**config.mk**
```make
export PLATFORM = sky130hd
export DESIGN_NAME = cwc_ctrl
export DESIGN_NICKNAME = d
export VERILOG_FILES = /design/src/cwc_pkg.sv /design/src/cwc_ctrl.sv
export SDC_FILE = /design/constraint.sdc
export NUM_CORES = 1
export LEC_CHECK = 0
export BUFFER_PORTS_ARGS = -buffer_cell sky130_fd_sc_hd__buf_2
export CAP_MARGIN = 10
export CORE_ASPECT_RATIO = 1.25
export CORE_MARGIN = 2
export CORE_UTILIZATION = 40
export CTS_CLUSTER_DIAMETER = 60
export DETAILED_ROUTE_END_ITERATION = 8
export PLACE_DENSITY = 0.62
export SLEW_MARGIN = 20
export SYNTH_ARGS = -nofsm -noshare
export SYNTH_HDL_FRONTEND = slang
export SYNTH_SLANG_ARGS = --single-unit
```
**constraint.sdc**
```tcl
create_clock -name clk -period 2.2 [get_ports clk]
set_input_delay 0.22 -clock clk [delete_from_list [all_inputs] [get_ports clk]]
set_output_delay 0.22 -clock clk [all_outputs]
set_load 0.01 [all_outputs]
```
**src/cwc_pkg.sv**
```systemverilog
// Shared types, constants and the MAC sequence table for the window coherence block.
`default_nettype none
package cwc_pkg;

    localparam int MAX_WINDOW_DEF  = 9;
    localparam int SAMPLE_BITS_DEF = 16;
    localparam int CFG_W           = 4;
    localparam int COORD_W         = 12;
    localparam int COH_W           = 16;
    localparam int UNITY_SHIFT     = 30;
    localparam int QUOT_W          = 31;
    localparam int ROOT_W          = 16;
    localparam int SQRT_STEPS      = 16;
    localparam int OP_W            = 4;

    localparam logic [CFG_W-1:0] WINDOW_RESET = 4'd5;
    localparam logic [OP_W-1:0]  LAST_OP      = 4'd14;
    localparam logic [COH_W-1:0] COH_UNITY    = 16'd32768;

    typedef enum logic [3:0] {
        ST_IDLE,
        ST_P2_INIT,
        ST_P2_ADDR,
        ST_P2_MUL,
        ST_P2_FLUSH,
        ST_MAC_GO,
        ST_MAC_WAIT,
        ST_DIV_INIT,
        ST_DIV,
        ST_SQRT_INIT,
        ST_SQRT,
        ST_OUTPUT
    } state_t;

    typedef enum logic [2:0] {
        PH_CUR_RR,
        PH_CUR_II,
        PH_REF_RR,
        PH_REF_II,
        PH_X_RR,
        PH_X_II,
        PH_X_RI,
        PH_X_IR
    } mul_phase_t;

    typedef enum logic [3:0] {
        SRC_N,
        SRC_CR,
        SRC_CI,
        SRC_PFF,
        SRC_PGG,
        SRC_SCR,
        SRC_SCI,
        SRC_SRR,
        SRC_SRI,
        SRC_NR,
        SRC_NI,
        SRC_D1,
        SRC_D2
    } src_t;

    typedef enum logic [2:0] {
        DST_NONE,
        DST_NR,
        DST_NI,
        DST_D1,
        DST_D2,
        DST_M,
        DST_D
    } dst_t;

    typedef struct packed {
        src_t a;
        src_t b;
        logic clr;
        logic sub;
        dst_t dst;
    } mac_op_t;

    typedef struct packed {
        logic       in_ready;
        logic       acc_clr;
        logic       rd;
        logic       mul_en;
        mul_phase_t phase;
        logic       mac_start;
        logic       mac_store;
        mac_op_t    op;
        logic       div_init;
        logic       div_step;
        logic       sqrt_init;
        logic       sqrt_step;
        logic       emit;
    } ctrl_cmd_t;

    typedef struct packed {
        logic mac_busy;
        logic out_free;
    } dp_status_t;

    // Window-end sequence: cross terms, energies, |num|^2, den1*den2.
    function automatic mac_op_t mac_op(input logic [OP_W-1:0] idx);
        mac_op_t op;
        op = '{SRC_N, SRC_N, 1'b1, 1'b0, DST_NONE};
        case (idx)
            4'd0:    op = '{SRC_N,   SRC_CR,  1'b1, 1'b0, DST_NONE};
            4'd1:    op = '{SRC_SCR, SRC_SRR, 1'b0, 1'b1, DST_NONE};
            4'd2:    op = '{SRC_SCI, SRC_SRI, 1'b0, 1'b1, DST_NR};
            4'd3:    op = '{SRC_N,   SRC_CI,  1'b1, 1'b0, DST_NONE};
            4'd4:    op = '{SRC_SCR, SRC_SRI, 1'b0, 1'b1, DST_NONE};
            4'd5:    op = '{SRC_SCI, SRC_SRR, 1'b0, 1'b0, DST_NI};
            4'd6:    op = '{SRC_N,   SRC_PFF, 1'b1, 1'b0, DST_NONE};
            4'd7:    op = '{SRC_SCR, SRC_SCR, 1'b0, 1'b1, DST_NONE};
            4'd8:    op = '{SRC_SCI, SRC_SCI, 1'b0, 1'b1, DST_D1};
            4'd9:    op = '{SRC_N,   SRC_PGG, 1'b1, 1'b0, DST_NONE};
            4'd10:   op = '{SRC_SRR, SRC_SRR, 1'b0, 1'b1, DST_NONE};
            4'd11:   op = '{SRC_SRI, SRC_SRI, 1'b0, 1'b1, DST_D2};
            4'd12:   op = '{SRC_NR,  SRC_NR,  1'b1, 1'b0, DST_NONE};
            4'd13:   op = '{SRC_NI,  SRC_NI,  1'b0, 1'b0, DST_M};
            4'd14:   op = '{SRC_D1,  SRC_D2,  1'b1, 1'b0, DST_D};
            default: op = '{SRC_N,   SRC_N,   1'b1, 1'b0, DST_NONE};
        endcase
        return op;
    endfunction

endpackage
`default_nettype wire

```
**src/cwc_ctrl.sv**
```systemverilog
// Controller: load, second pass, MAC sequence, divide, root and result handoff.
`default_nettype none
module cwc_ctrl #(
    parameter int MAX_WINDOW  = cwc_pkg::MAX_WINDOW_DEF,
    parameter int SAMPLE_BITS = cwc_pkg::SAMPLE_BITS_DEF
) (
    input  wire logic                                clk,
    input  wire logic                                rst_n,
    input  wire logic                                in_accept,
    input  wire logic                                last_sample,
    input  wire cwc_pkg::dp_status_t                 status,
    input  wire logic [$clog2(MAX_WINDOW*MAX_WINDOW+1)-1:0] count,
    output cwc_pkg::ctrl_cmd_t                       cmd,
    output logic [((MAX_WINDOW*MAX_WINDOW) > 1 ?
                   $clog2(MAX_WINDOW*MAX_WINDOW) : 1)-1:0] raddr
);

    localparam int N     = MAX_WINDOW * MAX_WINDOW;
    localparam int IW    = (N > 1) ? $clog2(N) : 1;
    localparam int CW    = $clog2(N + 1);
    localparam int EW    = 2 * SAMPLE_BITS + 2 * CW + 2;
    localparam int XW    = 2 * EW + 1 + cwc_pkg::UNITY_SHIFT;
    localparam int STEPW = $clog2(XW + 1);

    cwc_pkg::state_t          state_reg;
    cwc_pkg::state_t          state_next;
    logic [IW-1:0]            k_reg;
    logic [IW-1:0]            k_next;
    cwc_pkg::mul_phase_t      phase_reg;
    cwc_pkg::mul_phase_t      phase_next;
    logic [cwc_pkg::OP_W-1:0] op_reg;
    logic [cwc_pkg::OP_W-1:0] op_next;
    logic [STEPW-1:0]         step_reg;
    logic [STEPW-1:0]         step_next;

    always_ff @(posedge clk or negedge rst_n)
    begin
        if (!rst_n)
        begin
            state_reg <= cwc_pkg::ST_IDLE;
            k_reg     <= '0;
            phase_reg <= cwc_pkg::PH_CUR_RR;
            op_reg    <= '0;
            step_reg  <= '0;
        end
        else
        begin
            state_reg <= state_next;
            k_reg     <= k_next;
            phase_reg <= phase_next;
            op_reg    <= op_next;
            step_reg  <= step_next;
        end
    end

    always_comb
    begin
        state_next = state_reg;
        k_next     = k_reg;
        phase_next = phase_reg;
        op_next    = op_reg;
        step_next  = step_reg;
        cmd        = '0;
        cmd.op     = cwc_pkg::mac_op(op_reg);
        cmd.phase  = phase_reg;
        case (state_reg)
            cwc_pkg::ST_IDLE:
            begin
                cmd.in_ready = 1'b1;
                if (in_accept && last_sample)
                begin
                    state_next = cwc_pkg::ST_P2_INIT;
                end
            end
            cwc_pkg::ST_P2_INIT:
            begin
                cmd.acc_clr = 1'b1;
                k_next      = '0;
                phase_next  = cwc_pkg::PH_CUR_RR;
                state_next  = cwc_pkg::ST_P2_ADDR;
            end
            cwc_pkg::ST_P2_ADDR:
            begin
                cmd.rd     = 1'b1;
                state_next = cwc_pkg::ST_P2_MUL;
            end
            cwc_pkg::ST_P2_MUL:
            begin
                cmd.mul_en = 1'b1;
                if (phase_reg == cwc_pkg::PH_X_IR)
                begin
                    phase_next = cwc_pkg::PH_CUR_RR;
                    if ((CW'(k_reg) + CW'(1)) == count)
                    begin
                        state_next = cwc_pkg::ST_P2_FLUSH;
                    end
                    else
                    begin
                        k_next     = k_reg + 1'b1;
                        state_next = cwc_pkg::ST_P2_ADDR;
                    end
                end
                else
                begin
                    phase_next = cwc_pkg::mul_phase_t'(phase_reg + 1'b1);
                end
            end
            cwc_pkg::ST_P2_FLUSH:
            begin
                op_next    = '0;
                state_next = cwc_pkg::ST_MAC_GO;
            end
            cwc_pkg::ST_MAC_GO:
            begin
                cmd.mac_start = 1'b1;
                state_next    = cwc_pkg::ST_MAC_WAIT;
            end
            cwc_pkg::ST_MAC_WAIT:
            begin
                if (!status.mac_busy)
                begin
                    cmd.mac_store = 1'b1;
                    if (op_reg == cwc_pkg::LAST_OP)
                    begin
                        state_next = cwc_pkg::ST_DIV_INIT;
                    end
                    else
                    begin
                        op_next    = op_reg + 1'b1;
                        state_next = cwc_pkg::ST_MAC_GO;
                    end
                end
            end
            cwc_pkg::ST_DIV_INIT:
            begin
                cmd.div_init = 1'b1;
                step_next    = '0;
                state_next   = cwc_pkg::ST_DIV;
            end
            cwc_pkg::ST_DIV:
            begin
                cmd.div_step = 1'b1;
                if (step_reg == STEPW'(XW - 1))
                begin
                    state_next = cwc_pkg::ST_SQRT_INIT;
                end
                else
                begin
                    step_next = step_reg + 1'b1;
                end
            end
            cwc_pkg::ST_SQRT_INIT:
            begin
                cmd.sqrt_init = 1'b1;
                step_next     = '0;
                state_next    = cwc_pkg::ST_SQRT;
            end
            cwc_pkg::ST_SQRT:
            begin
                cmd.sqrt_step = 1'b1;
                if (step_reg == STEPW'(cwc_pkg::SQRT_STEPS - 1))
                begin
                    state_next = cwc_pkg::ST_OUTPUT;
                end
                else
                begin
                    step_next = step_reg + 1'b1;
                end
            end
            cwc_pkg::ST_OUTPUT:
            begin
                // hold until the output register frees up
                if (status.out_free)
                begin
                    cmd.emit   = 1'b1;
                    state_next = cwc_pkg::ST_IDLE;
                end
            end
            default:
            begin
                state_next = cwc_pkg::ST_IDLE;
            end
        endcase
    end

    assign raddr = k_reg;

endmodule
`default_nettype wire

```
==> results of run 1 <==
==> placed cells by master (no fill, tap or decap), drive strengths merged, types with 8 or more instances in the layout <==
cell type,Yosys,routed
nor2b,8,8
inv,11,11
a21oi,17,17
nand3,18,18
nor2,19,19
ha,11,11
dfrtp,25,25
nand2,17,17
buf,12,61
o21ai,12,12
xnor2,13,13
nor3,12,12
==> cell type report <==
class / count / area, µm² / area share (%)
Multi-Input combinational cell: 198 / 1358 / 54.20
Sequential cell: 25 / 626.9 / 25.02
Timing Repair Buffer: 62 / 352.8 / 14.09
Tap cell: 62 / 77.57 / 3.097
Clock buffer: 3 / 41.29 / 1.648
Inverter: 11 / 41.29 / 1.648
Clock inverter: 1 / 7.507 / 0.2997
==> routing by layer <==
metal	share of wire, %	track usage, %	wire length, µm	up-vias
met4	0.71	3.387	35	0
met2	48	27.80	2357	50
li1	-	-	-	1004
met1	48	23.37	2353	938
met3	3.9	1.900	193	5
met5	0	0	0	-
==> through the flow <==
step           util [%]  hold slack [ps]  cells
3_5_place_dp      47.56            253.1    355
3_3_place_gp      47.56            253.0    355
2_1_floorplan         -           -75.59    252
6_report          49.31            232.1    362
4_1_cts           48.74            232.5    360
5_1_grt           49.31            248.2    362
==> logic make-up after synthesis <==
group                    count (synthesis)  share of synthesized area, %
AND/OR/NAND/NOR                        100                         24.72
AO/OA/AOI/OAI                           68                         23.13
buffers and inverters                   29                         7.138
adder cells (fa/ha/maj)                 11                         6.490
XOR/XNOR                                15                         6.549
multiplexers                             4                         2.478
flip-flops                              25                         29.50
==> worst max-delay path: cells and delay by family (launching register included) <==
kind	cells	cell delay (ps)
and+or+nand+nor	2	840
DFF	1	560
buffers and inverters	1	220
==> power by group <==
part / internal, µW / switching, µW / leakage (µW)
clock: 129 / 157 / 0.0000217
combinational: 513 / 676 / 0.000776
sequential: 583 / 219 / 0.000334
==> what timing repair did <==
item / 4_1_cts / 5_1_grt
hold buffers: 1 / 0
cloned: 0 / 0
buffers inserted: 0 / 2
resized for setup: 1 / 5
hold endpoints to repair: 25 / 0
endpoints found under the setup margin: 1 / 5
==> worst paths after layout <==
| path | startpoint | end | slack (ps) | cells past startpoint |
|---|---|---|---|---|
| worst max-delay path | state_reg[3]$_DFFE_PN0P_ | cmd[18] | 90 | 3 |
| worst min-delay path | status[1] | state_reg[2]$_DFFE_PN0P_ | 230 | 3 |
| worst max register to register | raddr[1]$_DFFE_PN0P_ | raddr[2]$_DFFE_PN0P_ | 200 | 8 |
| worst min register to register | phase_reg[0]$_DFFE_PN0P_ | phase_reg[0]$_DFFE_PN0P_ | 540 | 1 |
| max in group asynchronous | rst_n | op_reg[1]$_DFFE_PN0P_ | 1330 | 2 |
| min in group asynchronous | rst_n | step_reg[3]$_DFFE_PN0P_ | 470 | 2 |
==> run summary, run 1 <==
For the worst-skew pair, the clock arrives at the later sink with an insertion delay of 270 ps. After detailed routing, the total wire length is 4940 µm. At the worst endpoint, the arrival time is 1890 ps. The total overflow left after global routing is 0.

After synthesis, the share of flip-flops with an asynchronous set or reset is 100.0%. The fraction of the cycle the final worst path needs came out at 95.74%. For the required time of the critical path, the log shows 1980 ps.

In this run the worst hold path is classified as primary input to flop. For the number of levels in the clock H-tree, the log shows 1. The finished cells cover 0.002505 mm².

Largest fanout of any net on the critical path: 13. The pre-antenna-repair detailed-routing pass consisted of 4 iterations. The run gives 47 as the total I/O pin count.

The post-route netlist has 27.33% of its cells at a drive strength greater than 1. The worst clock skew was 3.274 ps. The die boundary width was 69.13 µm; the total of endpoints with negative setup slack in the final report was 0.

Count of final max-slew check failures: 0. The top cell type by area accounts for 29.50% of the synthesized area. The tools report the sort of element at the end of the critical path as a primary output. The first global-routing pass estimated 8376 µm of wire.

The post-placement worst setup slack was 170.9 ps; the per-cell via count in the routed design was 5.517. The run gives 0.0004444 V as the maximum resistive drop on vdd. The tools report the netlist area before placement as 0.002121 mm². Walking the worst path, the cells encountered are nand2b_1 -> nor3_1 -> buf_2. The floorplan step defined a die boundary enclosing 0.005904 mm². Dividing the synthesized area by the synthesized cell count gives 8.416 µm². Final-layout fill cell count: 531. Sequential cells were found to cover 29.50% of the synthesized design area. In the post-route analysis, the smallest setup slack over all paths is 93.79 ps.

Max-cap violations in this run came to 0. The tree is rooted in a clkbuf_8. The power per cell area works out to 909.1 mW/mm². The CTS sink count came out at 25. dfrtp_1 takes more of the synthesized area than any other cell. The tools report the number of antenna violations at the first check in global routing as 0.

After clock tree synthesis, the clock-pin slew on the worst setup and hold paths is 90 ps. Relative to the synthesized area, the layout overhead comes to 18.11%. The row count was 29; the number of nets in the layout was 325. Vertical die dimension: 85.41 µm. The synthesized design contains 0 enable-type register cells. For the headroom to the max-slew limit, the log shows 62.27%.

At the pin with the least slew margin, the transition time is 565.9 ps. The run gives 0.002416 mm² as the instance area at placement. Sorting the synthesized cells by area gives the leading types as dfrtp_1 29%, ha_1 6.5%, xnor2_1 5.0%.

The largest incremental delay on the critical path is 560 ps, and the post-synthesis net count is 276. After floorplanning, the core was sized to cover 0.005080 mm². Synthesis instantiated 58 different standard cells from the library. For this run, the leading register cell type out of synthesis is dfrtp_1.

In this run the remaining antenna-violating nets after routing total 0. The tools report the leakage component of the power as 0.001131 µW. Counting flops and latches in the post-synthesis netlist gives 25.

During synthesis, Yosys emitted a total of 0 warnings. Setup repair after global routing left no endpoint under its margin. In this run, CTS created clock tree buffers numbering 3. The number of global-route vias before repair came out at 1,820. Ranked by instance count, the synthesized netlist is headed by 25 x dfrtp_1, 19 x nor2_1, 17 x a21oi_1, 17 x nand2_1, 17 x nand3_1. The post-route total power was 2277 µW; the number of buffer cells added on primary ports was 46.

The tools report the buffer depth of the longest clock path as 2. The type of origin of the critical path was a flop. The run gives 252 as the synthesized instance count.

Timing would allow up to 0.4748 GHz. The worst-path cell with the longest stage delay is dfrtp_1. In this run, the number of DRC markers left after iteration 0 of detailed routing was 57.

TritonCTS built the clock tree. For this run, design rule violations remaining after detail routing come to 0. The most instantiated library cell after synthesis is dfrtp_1. Type of the worst setup path: flop to primary output.

The number of vias after detailed routing came out at 1,997. Global routing used 16.66% of the available tracks. The tools report the final hold violation count as 0. The flow ran to the end, and the final reports show no timing, DRC or antenna violations. The congestion estimate from routability-driven global placement came to 0.7823.

0 antenna diodes ended up in the layout. The minimum clock period after layout is 2106 ps. After legalization and detailed placement, the total HPWL measured 3748 µm. In the final routed layout, each cell accounts on average for 13.65 µm.

After routing, the total negative slack on setup checks comes to 0 ps. Entering global routing, the biggest net connects 26 pins. The initial utilization of the core area, before any placement, comes to 41.75%.
(Power assumes the default switching activity.)
==> run 2, diff against run 1 <==
--- a/config.mk
+++ b/config.mk
@@ -12,7 +12,7 @@
 export CORE_UTILIZATION = 40
 export CTS_CLUSTER_DIAMETER = 60
 export DETAILED_ROUTE_END_ITERATION = 8
-export PLACE_DENSITY = 0.62
+export PLACE_DENSITY = 0.64
 export SLEW_MARGIN = 20
 export SYNTH_ARGS = -nofsm -noshare
 export SYNTH_HDL_FRONTEND = slang
==> run 2 against run 1 <==
Via count up 0.90%; die area unchanged; largest power group unchanged; sequential cell count unchanged; count of clock-buffer cells in the layout up 1; setup slack better by 3.9 ps; critical path depth up 2; critical path type unchanged.
==> run summary, run 2 (same netlist as run 1, synthesis figures left out) <==
The logs give 2,015 (was 1,997) for the number of vias after detailed routing and 47 (unchanged) for the total I/O pin count. The count of antenna-violating nets left after detailed routing was 0 (unchanged). The buffer depth of the longest clock path is 2 (unchanged), and the minimum clock period after layout is 2102 ps (was 2106 ps). The tools report the leakage component of the power as 0.001130 µW (was 0.001131 µW).

The die boundary width was 69.13 µm (unchanged); the required time of the critical path was 1980 ps (about the same). Cell count of the worst hold path: 3 (unchanged). For the effective utilization at floorplan, the log shows 41.75% (unchanged). The number of global-route vias before repair is 1,887 (was 1,820). The number of cells traversed by the worst register-to-register path is 8 (unchanged), and the last weighted congestion value of the routability-driven placer is 0.8228 (was 0.7823). The pin count of the biggest net entering global routing was 28 (was 26). Largest fanout of any net on the critical path: 6 (was 13).

The count of max-cap constraint violations was 0 (unchanged). The logs give 0 (unchanged) for the diode insertion count for antenna repair and 53 (was 57) for the initial detailed-routing violation count. The run gives 0 (unchanged) as the number of antenna violations at the first check in global routing.

The final non-filler cell area came out at 0.002501 mm² (was 0.002505 mm²). The aggregate global-route resource usage was 17.08% (was 16.66%). The tools report the sort of element at the end of the critical path as a primary output (unchanged). For the final cell count without fillers, the log shows 362 (unchanged). Setup repair after global routing left no endpoint under its margin.

The die footprint was 0.005904 mm² (unchanged). The number of levels in the clock H-tree came out at 1 (unchanged). The logs give 2268 µW (was 2277 µW) for the post-route total power and 3 (unchanged) for the number of CTS-inserted buffers. Most used cells in the layout excluding fill and tap cells: 46 x buf_2, 24 x dfrtp_1, 19 x nor2_1 (unchanged). The worst hold margin was 257.2 ps (was 232.1 ps). Cell chosen for the clock root: clkbuf_8 (unchanged). The number of buffer cells added on primary ports came out at 46 (unchanged). The fraction of final layout cells with drive strength greater than 1 is 27.00% (was 27.33%).

Type of origin of the critical path: a flop (unchanged). Most common library cell in the layout ignoring fill and taps: buf_2 (unchanged). The maximum resistive drop on vdd was 0.0005526 V (was 0.0004444 V).

The power per cell area was 906.7 mW/mm² (was 909.1 mW/mm²). The count of final max-slew check failures was 0 (unchanged); the total negative setup slack was 0 ps (unchanged). For the final routed DRC violation total, the log shows 0 (unchanged). TritonCTS built the clock tree. The vertical die dimension came out at 85.41 µm (unchanged). Path type of the worst min-delay path: primary input to flop (unchanged). The post-CTS clock slew at the launch and capture registers of the worst setup and hold paths is 90 ps (about the same), and the CTS sink count is 25 (unchanged).

The type of the worst setup path is flop to primary output (unchanged). The logs give 4933 µm (was 4940 µm) for the total wire length after detailed routing and 0 (unchanged) for the final hold violation count. Total overflow reported by the global router: 0 (unchanged). For the instance area at placement, the log shows 0.002424 mm² (was 0.002416 mm²).

The row count was 29 (unchanged); the per-cell via count in the routed design was 5.566 (was 5.517). The average wire length per cell after detail routing was 13.63 µm (was 13.65 µm); the total of endpoints with negative setup slack in the final report was 0 (unchanged). The first-pass detailed-route iteration total is 4 (unchanged), and the number of nets in the layout is 325 (unchanged).

The layout overhead on the synthesized area is 17.94% (was 18.11%), and the final-layout fill cell count is 515 (was 531). The actual transition at the worst max-transition pin was 562.0 ps (was 565.9 ps). For the peak clock frequency supported by timing, the log shows 0.4757 GHz (was 0.4748 GHz). Global-route wire length before repair: 8493 µm (was 8376 µm). The number of cells after detailed placement came out at 356 (was 355). The run gives 2.886 ps (was 3.274 ps) as the worst clock skew. The core area was 0.005080 mm² (unchanged). The fraction of the cycle the final worst path needs works out to 95.56% (was 95.74%).

The run finished with clean final reports. The post-detailed-placement half-perimeter wirelength is 3766 µm (was 3748 µm). The tools report the headroom to the max-slew limit as 62.53% (was 62.27%). For the worst endpoint data arrival time, the log shows 1880 ps (was 1890 ps). For the clock latency on the worst-skew pair, the log shows 270 ps (about the same).
## run 2: path summary, 6_finish.rpt
| kind | start | end | slack [ps] |
|---|---|---|---|
| max | op_reg[1]$_DFFE_PN0P_ | cmd[11] | 100 |
| min | status[1] | state_reg[2]$_DFFE_PN0P_ | 260 |
| max reg2reg | phase_reg[0]$_DFFE_PN0P_ | state_reg[0]$_DFFE_PN0P_ | 120 |
| min reg2reg | phase_reg[0]$_DFFE_PN0P_ | phase_reg[0]$_DFFE_PN0P_ | 530 |
| max in group asynchronous | rst_n | op_reg[1]$_DFFE_PN0P_ | 1330 |
| min in group asynchronous | rst_n | step_reg[3]$_DFFE_PN0P_ | 470 |
## run 2: area by class of cell
cell class | count | area, µm² | area share, %
flip-flops and latches | 25 | 626.9 | 25.06
clock buffers | 4 | 45.04 | 1.801
repair buffers | 62 | 352.8 | 14.11
well taps | 62 | 77.57 | 3.102
multi-input cells | 198 | 1358 | 54.28
inverters | 11 | 41.29 | 1.651
## run 2: worst max-delay path, stage by stage (launching register included)
cell and delay (ps):
dfrtp_2 420, inv_1 100, ha_2 210, or2_2 290, mux4_2 450, buf_2 150
## run 2: routing by layer
metal | GRT usage [%] | up-vias | wire, µm
li1 | - | 1004 | -
met1 | 22.54 | 950 | 2193
met2 | 29.11 | 55 | 2475
met3 | 1.781 | 6 | 200
met4 | 5.882 | 0 | 64
met5 | 0 | - | 0
## run 2: metrics by stage
step | utilization (%) | setup slack, ps
floorplan | - | 180.7
global placement | 47.71 | 208.7
detailed placement | 47.71 | 71.69
CTS | 48.82 | 20.85
global route | 49.24 | 28.44
finish | 49.24 | 97.65
## run 2: where the power goes
group	total (µW)	internal (µW)	leakage, µW	switching (µW)
Sequential	805	583	0.000334	222
Clock	277	130	0.0000228	147
Combinational	1190	519	0.000774	666
Total	2270	1230	0.00113	1040
## run 2: what timing repair did
item	CTS	global route
setup endpoints to repair	1	8
setup buffers	0	1
endpoints found under the hold margin	25	0
hold buffers	1	0
pin swaps	0	0
gates resized for setup	1	5
==> run 3, diff against run 2 <==
--- a/config.mk
+++ b/config.mk
@@ -9,10 +9,10 @@
 export CAP_MARGIN = 10
 export CORE_ASPECT_RATIO = 1.25
 export CORE_MARGIN = 2
-export CORE_UTILIZATION = 40
+export CORE_UTILIZATION = 50
 export CTS_CLUSTER_DIAMETER = 60
 export DETAILED_ROUTE_END_ITERATION = 8
-export PLACE_DENSITY = 0.64
+export PLACE_DENSITY = 0.76
 export SLEW_MARGIN = 20
 export SYNTH_ARGS = -nofsm -noshare
 export SYNTH_HDL_FRONTEND = slang
==> run 3 against run 2 <==
Count of clock-buffer cells in the layout fell by 1; first-iteration DRC count rose by 130%; final area fell by 1.4%; via count fell by 0.89%; total power fell by 1.5%; combinational power barely moved; sequential cell count did not move; global-route usage rose by 2.4 points.
==> run summary, run 3 (same netlist as run 1, synthesis figures left out) <==
The run gives 7879 µm (was 8493 µm) as the global-route wire length before repair. The most common library cell in the layout ignoring fill and taps is buf_2 (unchanged). The last weighted congestion value of the routability-driven placer came out at 0.8976 (was 0.8228). The diode insertion count for antenna repair was 0 (unchanged); the post-CTS clock slew at the launch and capture registers of the worst setup and hold paths was 90 ps (about the same). Peak clock frequency supported by timing: 0.4676 GHz (was 0.4757 GHz).

Sequential group share of total power: 35.5% (about the same). The type of origin of the critical path was a flop (unchanged). The buffer depth of the longest clock path is 2 (unchanged). The run gives 322 (was 325) as the number of nets in the layout.

The tools report the worst flop-to-flop path startpoint as raddr[2]$_DFFE_PN0P_ (was phase_reg[0]$_DFFE_PN0P_). TritonCTS built the clock tree. The final routed DRC violation total was 0 (unchanged).

The logs give 19.50% (was 17.08%) for the aggregate global-route resource usage and 61.51% (was 62.53%) for the headroom to the max-slew limit. The run gives 0.001353 mm² (was 0.001358 mm²) as the total area of multi-input combinational cells. The worst-path cell with the longest stage delay is mux4_2 (unchanged). The run gives 12.2% (about the same) as the clock network fraction of total power. The run gives 0.004066 mm² (was 0.005080 mm²) as the core area. Type of the worst setup path: flop to primary output (unchanged).

The cell chosen for the clock root was clkbuf_8 (unchanged). Timing startpoint of the critical path: op_reg[0]$_DFFE_PN0P_ (was op_reg[1]$_DFFE_PN0P_). The per-cell via count in the routed design works out to 5.657 (was 5.566).

Sort of element at the end of the critical path: a primary output (unchanged). The run gives 0 (unchanged) as the count of max-cap constraint violations. The maximum resistive drop on vdd was 0.0005505 V (was 0.0005526 V). The fraction of final layout cells with drive strength greater than 1 came out at 26.26% (was 27.00%). The count of antenna-violating nets left after detailed routing is 0 (unchanged), and the vertical die dimension is 76.82 µm (was 85.41 µm).

The worst endpoint data arrival time was 1920 ps (was 1880 ps). The effective utilization at floorplan came out at 52.15% (was 41.75%). The tools report the final-layout fill cell count as 380 (was 515).

The count of final max-slew check failures is 0 (unchanged), and the largest incremental delay on the critical path is 450 ps (about the same). The run finished with clean final reports. The run gives 3 (unchanged) as the number of CTS-inserted buffers.

Most used cells in the layout excluding fill and tap cells: 46 x buf_2, 24 x dfrtp_1, 19 x nor2_1 (unchanged). Average wire length per cell after detail routing: 13.01 µm (was 13.63 µm). The end-of-flow core utilization came out at 60.68% (was 49.24%). The number of global-route vias before repair is 1,790 (was 1,887). The minimum clock period after layout is 2138 ps (was 2102 ps), and the pin count of the biggest net entering global routing is 26 (was 28). The worst hold margin is 233.2 ps (was 257.2 ps), and the total of endpoints with negative setup slack in the final report is 0 (unchanged).

The power per cell area came out at 905.7 mW/mm² (was 906.7 mW/mm²). The number of buffer cells added on primary ports is 46 (unchanged). The actual transition at the worst max-transition pin is 577.4 ps (was 562.0 ps). The tools report the post-detailed-placement half-perimeter wirelength as 3435 µm (was 3766 µm). Number of antenna violations at the first check in global routing: 0 (unchanged). The final non-filler cell area was 0.002467 mm² (was 0.002501 mm²); the total wire length after detailed routing was 4594 µm (was 4933 µm). The area used by sequential logic in the layout was 626.9 µm² (unchanged); the row count was 26 (was 29). For the leakage component of the power, the log shows 0.001117 µW (was 0.001130 µW). The run gives 0.004782 mm² (was 0.005904 mm²) as the die footprint. For the design internal power, the log shows 1216 µW (was 1232 µW). The startpoint of the tightest hold check path was status[1] (unchanged). Switching portion of total power: 45.57% (was 45.65%).

The CTS sink count is 25 (unchanged), and the largest fanout of any net on the critical path is 7 (was 6). The path type of the worst min-delay path is primary input to flop (unchanged). The combinational group share of total power came out at 52.3% (about the same). The first-pass detailed-route iteration total is 4 (unchanged), and the number of levels in the clock H-tree is 1 (unchanged).

The required time of the critical path came out at 1980 ps (about the same). The instance area at placement came out at 0.002379 mm² (was 0.002424 mm²). Critical path cell sequence: inv_1 -> ha_2 -> or2_2 -> mux4_2 -> buf_2 (unchanged). For the final hold violation count, the log shows 0 (unchanged). The layout overhead on the synthesized area is 16.34% (was 17.94%). The fraction of the cycle the final worst path needs was 97.20% (was 95.56%); the die boundary width was 62.25 µm (was 69.13 µm).

The initial detailed-routing violation count was 124 (was 53). The logs give 47 (unchanged) for the total I/O pin count and 0 (unchanged) for the total overflow reported by the global router. The number of vias after detailed routing is 1,997 (was 2,015), and the worst clock skew is 7.276 ps (was 2.886 ps). The net load switching power came out at 1018 µW (was 1035 µW). The clock latency on the worst-skew pair came out at 270 ps (about the same).
[run 3: cell count changes in the layout (fill, tap and decap cells not counted)]
cell      change
nor3_2        -1
nor3_1        +1
clkbuf_1      -1
buf_4         -3
clkinv_2      +1
[run 3: worst max-delay path, delay by kind of cell, from the launching register on]
kind                       cells  cell delay, ps
buffers and inverters          2             270
muxes                          1             450
and+or+nand+nor                1             310
adders and majority gates      1             250
DFF                            1             360
[run 3: metal layers]
layer | GRT usage (%) | wire, µm | vias up
li1 | - | - | 1001
met5 | 0 | 0 | -
met1 | 25.28 | 2139 | 948
met4 | 5.778 | 50 | 0
met2 | 34.35 | 2233 | 43
met3 | 1.906 | 169 | 5
[run 3: final cells by class]
class | count | area share [%]
Multi-Input combinational cell | 198 | 54.82
Sequential cell | 25 | 25.41
Timing Repair Buffer | 59 | 13.39
Tap cell | 56 | 2.840
Clock buffer | 3 | 1.673
Inverter | 11 | 1.673
Clock inverter | 1 | 0.2028
[run 3: stage by stage]
| step | setup WS [ps] | power (µW) | std cells | setup TNS (ps) |
|---|---|---|---|---|
| 6_report | 61.58 | 2235 | 353 | 0 |
| 5_1_grt | -5.272 | 2422 | 353 | -5.272 |
| 4_1_cts | 4.634 | 2242 | 351 | 0 |
| 3_5_place_dp | 134.9 | 1950 | 345 | 0 |
| 3_3_place_gp | 193.7 | 1925 | 345 | 0 |
| 2_1_floorplan | 180.7 | 1628 | 252 | 0 |
[run 3: worst paths after layout]
kind,endpoint,slack [ps],cells past startpoint
worst max-delay path,cmd[11],60,5
worst min-delay path,state_reg[2]$_DFFE_PN0P_,230,3
worst max register to register,raddr[2]$_DFFE_PN0P_,170,7
worst min register to register,phase_reg[0]$_DFFE_PN0P_,530,1
max in group asynchronous,op_reg[1]$_DFFE_PN0P_,1300,2
min in group asynchronous,phase_reg[2]$_DFFE_PN0P_,470,2
[run 3: power by group through the flow]
stage / Clock [µW] / Combinational (µW) / Sequential [µW]
after floorplan: 0 / 874 / 754
after global placement: 0 / 1130 / 795
after detailed placement: 0 / 1150 / 802
after CTS: 284 / 1170 / 787
after global routing: 306 / 1300 / 816
final: 274 / 1170 / 793
[run 3: what timing repair did]
item                                   CTS  global route
pin swaps                                0             0
endpoints found under the hold margin   25             0
gates resized for setup                  1             4
setup endpoints to repair                1             4
setup buffers                            1             2
hold buffers                             1             0
